File: config.mk
export PLATFORM = sky130hd
export DESIGN_NAME = http_chunked_body_decoder
export DESIGN_NICKNAME = d
export VERILOG_FILES = /design/src/sv/hcbd_pkg.sv /design/src/sv/http_chunked_body_decoder.sv
export SDC_FILE = /design/constraint.sdc
export NUM_CORES = 1
export LEC_CHECK = 0
export BUFFER_PORTS_ARGS = -buffer_cell sky130_fd_sc_hd__buf_4
export CAP_MARGIN = 25
export CORE_ASPECT_RATIO = 0.5
export CORE_MARGIN = 3
export CORE_UTILIZATION = 50
export DETAILED_ROUTE_END_ITERATION = 16
export GPL_ROUTABILITY_DRIVEN = 0
export PLACE_DENSITY_LB_ADDON = 0.05
export SLEW_MARGIN = 20
export SYNTH_ARGS = -nofsm -noshare
export SYNTH_HDL_FRONTEND = slang
export SYNTH_SLANG_ARGS = --single-unit
File: constraint.sdc
create_clock -name i_clk -period 3.5 [get_ports i_clk]
set_clock_uncertainty 0.2 [all_clocks]
set_input_delay 0.35 -clock i_clk [delete_from_list [all_inputs] [get_ports i_clk]]
set_output_delay 0.35 -clock i_clk [all_outputs]
set_load 0.02 [all_outputs]
File: src/sv/hcbd_pkg.sv
// ----------------------------------------------------------------------------
// hcbd_pkg
// Shared types, character codes and hex digit decode for the chunked body
// decoder.
// ----------------------------------------------------------------------------
package hcbd_pkg;

    // Decoder phase
    typedef enum logic [2:0] {
        PH_SIZE,
        PH_EXT,
        PH_SIZE_LF,
        PH_DATA,
        PH_DATA_CR,
        PH_DATA_LF,
        PH_DONE,
        PH_ERROR
    } t_phase;

    // Status codes shown on o_status
    typedef enum logic [1:0] {
        ST_OK,
        ST_EMPTY_SIZE,
        ST_MISSING_CRLF,
        ST_OVERFLOW
    } t_status;

    // Result of a hex digit decode
    typedef struct packed {
        logic       is_hex;
        logic [3:0] value;
    } t_hex;

    localparam logic [7:0] CH_CR = 8'h0D;
    localparam logic [7:0] CH_LF = 8'h0A;

    // Decode one ASCII hex digit, either case
    function automatic t_hex hex_decode(input logic [7:0] c);
        t_hex h;
        h.is_hex = 1'b0;
        h.value  = 4'd0;
        if (c >= 8'h30 && c <= 8'h39) begin
            h.is_hex = 1'b1;
            h.value  = c[3:0];
        end else if ((c >= 8'h61 && c <= 8'h66) || (c >= 8'h41 && c <= 8'h46)) begin
            h.is_hex = 1'b1;
            h.value  = c[3:0] + 4'd9;
        end
        return h;
    endfunction

endpackage

File: src/sv/http_chunked_body_decoder.sv
// ----------------------------------------------------------------------------
// http_chunked_body_decoder
// Decodes an HTTP/1.1 chunked body one byte per beat into payload bytes,
// an end-of-body flag and an error status.
// ----------------------------------------------------------------------------
// Each accepted input beat yields exactly one result beat, through the input
// register and then the result register. One byte is taken every cycle while
// the output is not stalled: the next phase, size accumulator and
// remaining-byte counter are computed combinationally between the input
// register and the result register, and that per-byte phase loop sets the
// rate. A SIZE_BITS-wide decrement and zero compare of the remaining-byte
// count is the longest path. After the zero-size chunk or after an error the
// decoder ignores input until reset, and the result beats repeat the final body_end and status values.
module http_chunked_body_decoder
    import hcbd_pkg::*;
#(
    parameter int SIZE_BITS = 32
) (
    input  logic       i_clk,
    input  logic       i_rst_n,
    input  logic       i_valid,
    output logic       o_stall,
    input  logic [7:0] i_in_byte,
    output logic       o_valid,
    input  logic       i_stall,
    output logic [7:0] o_data_byte,
    output logic       o_data_valid,
    output logic       o_body_end,
    output logic [1:0] o_status
);

    // Input register
    logic       r_in_valid;
    logic [7:0] r_in_byte;

    // Decoder state
    t_phase                r_phase, n_phase;
    logic [SIZE_BITS-1:0]  r_size, n_size;
    logic                  r_digit_seen, n_digit_seen;
    logic [SIZE_BITS-1:0]  r_bytes_left, n_bytes_left;
    t_status               r_err, n_err;

    // Result register
    logic       r_out_valid;
    logic [7:0] r_data_byte, n_data_byte;
    logic       r_data_valid, n_data_valid;
    logic       r_body_end, n_body_end;
    t_status    r_status, n_status;

    logic                 out_ready;
    logic                 advance;
    t_hex                 hex;
    logic [SIZE_BITS-1:0] left_dec;

    // Handshake: the result register frees when taken, the input register
    // moves when the result register can load
    assign out_ready = !r_out_valid || !i_stall;
    assign advance   = r_in_valid && out_ready;
    assign o_stall   = r_in_valid && !out_ready;

    assign hex      = hex_decode(r_in_byte);
    assign left_dec = r_bytes_left - SIZE_BITS'(1);

    // Next state of the decoder for the byte in the input register
    always_comb begin
        n_phase      = r_phase;
        n_size       = r_size;
        n_digit_seen = r_digit_seen;
        n_bytes_left = r_bytes_left;
        n_err        = r_err;
        case (r_phase)
            PH_SIZE: begin
                if (r_in_byte == CH_CR) begin
                    if (!r_digit_seen) begin
                        n_phase = PH_ERROR;
                        n_err   = ST_EMPTY_SIZE;
                    end else begin
                        n_phase = PH_SIZE_LF;
                    end
                end else if (!hex.is_hex) begin
                    n_phase = PH_EXT;
                end else if (|r_size[SIZE_BITS-1 -: 4]) begin
                    n_phase = PH_ERROR;
                    n_err   = ST_OVERFLOW;
                end else begin
                    n_size       = {r_size[SIZE_BITS-5:0], hex.value};
                    n_digit_seen = 1'b1;
                end
            end
            PH_EXT: begin
                if (r_in_byte == CH_CR) begin
                    if (!r_digit_seen) begin
                        n_phase = PH_ERROR;
                        n_err   = ST_EMPTY_SIZE;
                    end else begin
                        n_phase = PH_SIZE_LF;
                    end
                end
            end
            PH_SIZE_LF: begin
                if (r_in_byte != CH_LF) begin
                    n_phase = PH_ERROR;
                    n_err   = ST_MISSING_CRLF;
                end else if (r_size == '0) begin
                    n_phase = PH_DONE;
                end else begin
                    n_bytes_left = r_size;
                    n_phase      = PH_DATA;
                end
            end
            PH_DATA: begin
                n_bytes_left = left_dec;
                if (left_dec == '0) begin
                    n_phase = PH_DATA_CR;
                end
            end
            PH_DATA_CR: begin
                if (r_in_byte != CH_CR) begin
                    n_phase = PH_ERROR;
                    n_err   = ST_MISSING_CRLF;
                end else begin
                    n_phase = PH_DATA_LF;
                end
            end
            PH_DATA_LF: begin
                if (r_in_byte != CH_LF) begin
                    n_phase = PH_ERROR;
                    n_err   = ST_MISSING_CRLF;
                end else begin
                    n_phase      = PH_SIZE;
                    n_size       = '0;
                    n_digit_seen = 1'b0;
                end
            end
            default: begin
                n_phase = r_phase;
            end
        endcase
    end

    // Result fields for the byte in the input register
    always_comb begin
        n_data_valid = (r_phase == PH_DATA);
        n_data_byte  = n_data_valid ? r_in_byte : 8'd0;
        n_body_end   = (n_phase == PH_DONE);
        n_status     = (n_phase == PH_ERROR) ? n_err : ST_OK;
    end

    // Load the input register when it is empty or moving on
    always_ff @(posedge i_clk) begin
        if (!i_rst_n) begin
            r_in_valid <= 1'b0;
        end else if (!o_stall) begin
            r_in_valid <= i_valid;
        end
        if (!o_stall && i_valid) begin
            r_in_byte <= i_in_byte;
        end
    end

    // Advance the decoder state on each byte that moves to the result
    always_ff @(posedge i_clk) begin
        if (!i_rst_n) begin
            r_phase      <= PH_SIZE;
            r_size       <= '0;
            r_digit_seen <= 1'b0;
            r_bytes_left <= '0;
            r_err        <= ST_OK;
        end else if (advance) begin
            r_phase      <= n_phase;
            r_size       <= n_size;
            r_digit_seen <= n_digit_seen;
            r_bytes_left <= n_bytes_left;
            r_err        <= n_err;
        end
    end

    // Hold the result beat until taken
    always_ff @(posedge i_clk) begin
        if (!i_rst_n) begin
            r_out_valid <= 1'b0;
        end else if (out_ready) begin
            r_out_valid <= r_in_valid;
        end
        if (advance) begin
            r_data_byte  <= n_data_byte;
            r_data_valid <= n_data_valid;
            r_body_end   <= n_body_end;
            r_status     <= n_status;
        end
    end

    assign o_valid      = r_out_valid;
    assign o_data_byte  = r_data_byte;
    assign o_data_valid = r_data_valid;
    assign o_body_end   = r_body_end;
    assign o_status     = r_status;

    // Payload beats carry no end or error flag
    a_data_clean: assert property (@(posedge i_clk) disable iff (!i_rst_n)
        (o_valid && o_data_valid) |-> (!o_body_end && o_status == ST_OK))
        else $error("payload beat with end or error flag");

    // End of body and error never show together
    a_end_or_err: assert property (@(posedge i_clk) disable iff (!i_rst_n)
        o_valid |-> !(o_body_end && o_status != ST_OK))
        else $error("body end together with error status");

    // The data phase always has bytes left to pass
    a_left_nonzero: assert property (@(posedge i_clk) disable iff (!i_rst_n)
        (r_phase == PH_DATA) |-> (r_bytes_left != '0))
        else $error("data phase with zero bytes left");

    // Error and done are final until reset
    a_error_sticky: assert property (@(posedge i_clk) disable iff (!i_rst_n)
        (r_phase == PH_ERROR) |=> (r_phase == PH_ERROR))
        else $error("left error phase without reset");

    a_done_sticky: assert property (@(posedge i_clk) disable iff (!i_rst_n)
        (r_phase == PH_DONE) |=> (r_phase == PH_DONE))
        else $error("left done phase without reset");

    // Stall only while a byte waits in the input register
    a_stall_held: assert property (@(posedge i_clk) disable iff (!i_rst_n)
        o_stall |-> (r_in_valid && r_out_valid && i_stall))
        else $error("input stalled without a waiting byte");

endmodule
==> results.txt <==
Post-synth top area share - 0.2747
Largest net degree at the start of global routing - 73
Grt ovf - 0
Setup violators final - 0
All-Layer GR Usage - 0.2525
HPWL Detailed - 9968 um
Max Slew Vio Count - 0
Full die area - 0.01184 mm2
Compound-Gate Fraction of Synth Area - 0.2294
Post-synth EDFFs - 20
Worst VDD drop - 197.5 uV
DRC viols - 0
Mux share of post-synthesis cell area - 0.001907
Post-synth ARST share - 0
CTS max path bufs - 2
DP Worst Slack - 0.5987 ns
Fmax - 336.1 MHz
Cell Chain, Critical Path - nor4_1 > and4b_1 > o21a_1 > o211a_1 > buf_4 > nand2_1 > a22oi_1 > nor2b_1
Worst path max stage delay - 0.54 ns
Syn Std Cell Area - 0.005248 mm2
Worst setup path class - flip-flop to flip-flop
Clock-pin slew on the worst setup and hold paths - 0.07 ns
Area of all sequential standard cells - 0.002042 mm2
WL met2 - 6220 um
CP Max Fanout - 18
Leakage - 2.213 nW
Yosys cell types - 70
Clk pwr share - 0.446
Layout cells sized above 1 - 0.1190
Yosys warnings - 0
1st-pass router iterations - 5
Syn_area_per_cell - 8.225 um2
Die H - 78.44 um
Pwr Density - 390.5 mW/mm2
Clock sink count - 92
Int Pwr - 1.794 mW
Routed wl met3 - 1259 um
Metal-1 WL - 6872 um
Slew @ Worst Pin - 0.7142 ns
Worst Hold Class - primary input to flip-flop
CTS tree - done
Footprint of the multi-input gates - 0.002964 mm2
Predominant post-synthesis flop cell - dfxtp_1
Mapped Nets - 656
Flops & latches, synth - 92
Top post-synthesis cells by count - nand2_1, dfxtp_1, nor2_1
Diodes inserted - 0
Fin crit period - 2.975 ns
Final worst path period share - 0.8501
Register area share after synthesis - 0.3891
Port bufs - 25
Critical path endpoint category - flip-flop
Critical path arrival - 3.01 ns
Simple-gate share of the synthesized area - 0.2935
Setup ws final - 0.5246 ns
Fillers - 882
H-tree level count - 3
RSZ-0062 raised after global routing - no
Initial antenna violation count - 0
Hold_ws - 0.01986 ns
Status - finished, final reports clean
Post-route ant nets - 0
DR top layer - met4
Postcts setup bufs - 0
Routed vias - 4,950
Final std cells w/o fill - 799
Die W - 150.9 um
Hold Fails Final Rpt - 0
Number of global-route vias before repair - 4,408
Max Cap Viol - 0
First-pass GRT wire length - 23,810 um
Worst-path cell with the longest stage delay - o211a_1
Final nets - 677
Root buffer cell - clkbuf_16
Core ar. - 0.009822 mm2
Reg power frac - 0.477
Largest family of logic cells by synthesized area - simple AND/OR/NAND/NOR gates
DP Cell Count - 775
Final wirelength - 14,410 um
Worst EP required - 3.54 ns
Rel. slew slack - 0.5195
Starting Density - 0.5343
Initial DRC Count - 375
Worst-Skew Late Latency - 0.34 ns
Combinational power share - 0.076
Syn Inst Count - 638
IO Count - 26
Psw - 0.5475 mW
Synth area leaders - dfxtp_1, edfxtp_1, a21boi_1
Average vias per placed instance - 6.195
Number of CTS-inserted buffers - 9
Synth Area in XOR/XNOR - 0.02504
Post-Synth Adder-Cell Area - 0.01431
Sw frac - 0.2339
# rows - 25
Area grow syn2layout - 14.23%
Wire per inst - 18.04 um
CP Launch Type - flip-flop
Biggest area consumer among synthesized cells - dfxtp_1
Total negative slack - 0 ns
Count leader, synth - nand2_1
[registers in the layout (all words and copies together), names as in the netlist]
name          flops
o_data_valid      1
o_body_end        1
r_size           32
o_valid           1
r_digit_seen      1
r_phase           3
r_in_byte         8
r_err             2
r_bytes_left     32
o_status          2
r_in_valid        1
o_data_byte       8
[critical path: cells and delay by family, from the launching register on]
family,cells,cell delay [ns]
flops,1,0.44
simple gates,4,1.02
buf+inv,1,0.30
compound gates,3,0.90
[layout make-up]
type / count / share of cell area
Multi-Input combinational cell: 483 / 0.4945
Tap cell: 135 / 0.02818
Timing Repair Buffer: 56 / 0.07347
Clock buffer: 13 / 0.04529
Inverter: 17 / 0.01064
Clock inverter: 3 / 0.007305
Sequential cell: 92 / 0.3406
[cell usage in the layout (no fill, tap or decap), types with 10 or more instances in the layout]
master and count:
a21oi_1 23, o21ai_0 14, xnor2_1 10, clkbuf_16 10
o21ai_1 30, dfxtp_1 72, and3_1 11, nor4_1 16
nor2_1 52, nand2_1 75, a21boi_1 38, and2_1 10
nor2b_1 12, buf_4 48, inv_1 15, nand3_1 40
edfxtp_1 20, nor3_1 21
[worst paths after layout]
path | from | endpoint | slack (ns) | cells past startpoint
setup / recovery | r_in_byte[4] | r_bytes_left[8] | 0.52 | 8
hold / removal | i_valid | r_in_valid | 0.02 | 2
setup reg to reg | r_in_byte[4] | r_bytes_left[8] | 0.52 | 8
hold reg to reg | r_err[0] | r_err[0] | 0.28 | 2
[power groups by stage]
stage	Clock [mW]	Combinational (mW)	Sequential [mW]
finish	1.04	0.179	1.12
global route	1.10	0.197	1.12
CTS	1.05	0.177	1.12
detailed placement	0	0.169	1.14
global placement	0	0.169	1.14
floorplan	0	0.118	1.14
[kinds of logic after synthesis]
kind of cell,after synthesis
xor+xnor,15
simple gates,287
mux,1
fa+ha+maj,6
buf+inv,63
flops,92
compound gates,174
[routing by layer]
layer | up-vias | global-route usage
met5 | - | 0
met1 | 2352 | 0.3740
met2 | 192 | 0.3695
met3 | 8 | 0.06574
met4 | 0 | 0.04973
li1 | 2398 | -
[metrics by stage]
| step | area (um2) | util | total power, mW |
|---|---|---|---|
| global placement | 5599 | 0.5701 | 1.311 |
| CTS | 5995 | 0.6103 | 2.347 |
| floorplan | 5248 | - | 1.257 |
| finish | 5995 | 0.6103 | 2.341 |
| detailed placement | 5599 | 0.5701 | 1.310 |
| global route | 5995 | 0.6103 | 2.414 |
[repair_timing]
item,4_1_cts,5_1_grt
gates resized for setup,0,0
endpoints found under the hold margin,8,0
hold buffers,8,0
setup endpoints to repair,0,0
(Power assumes the default switching activity.)
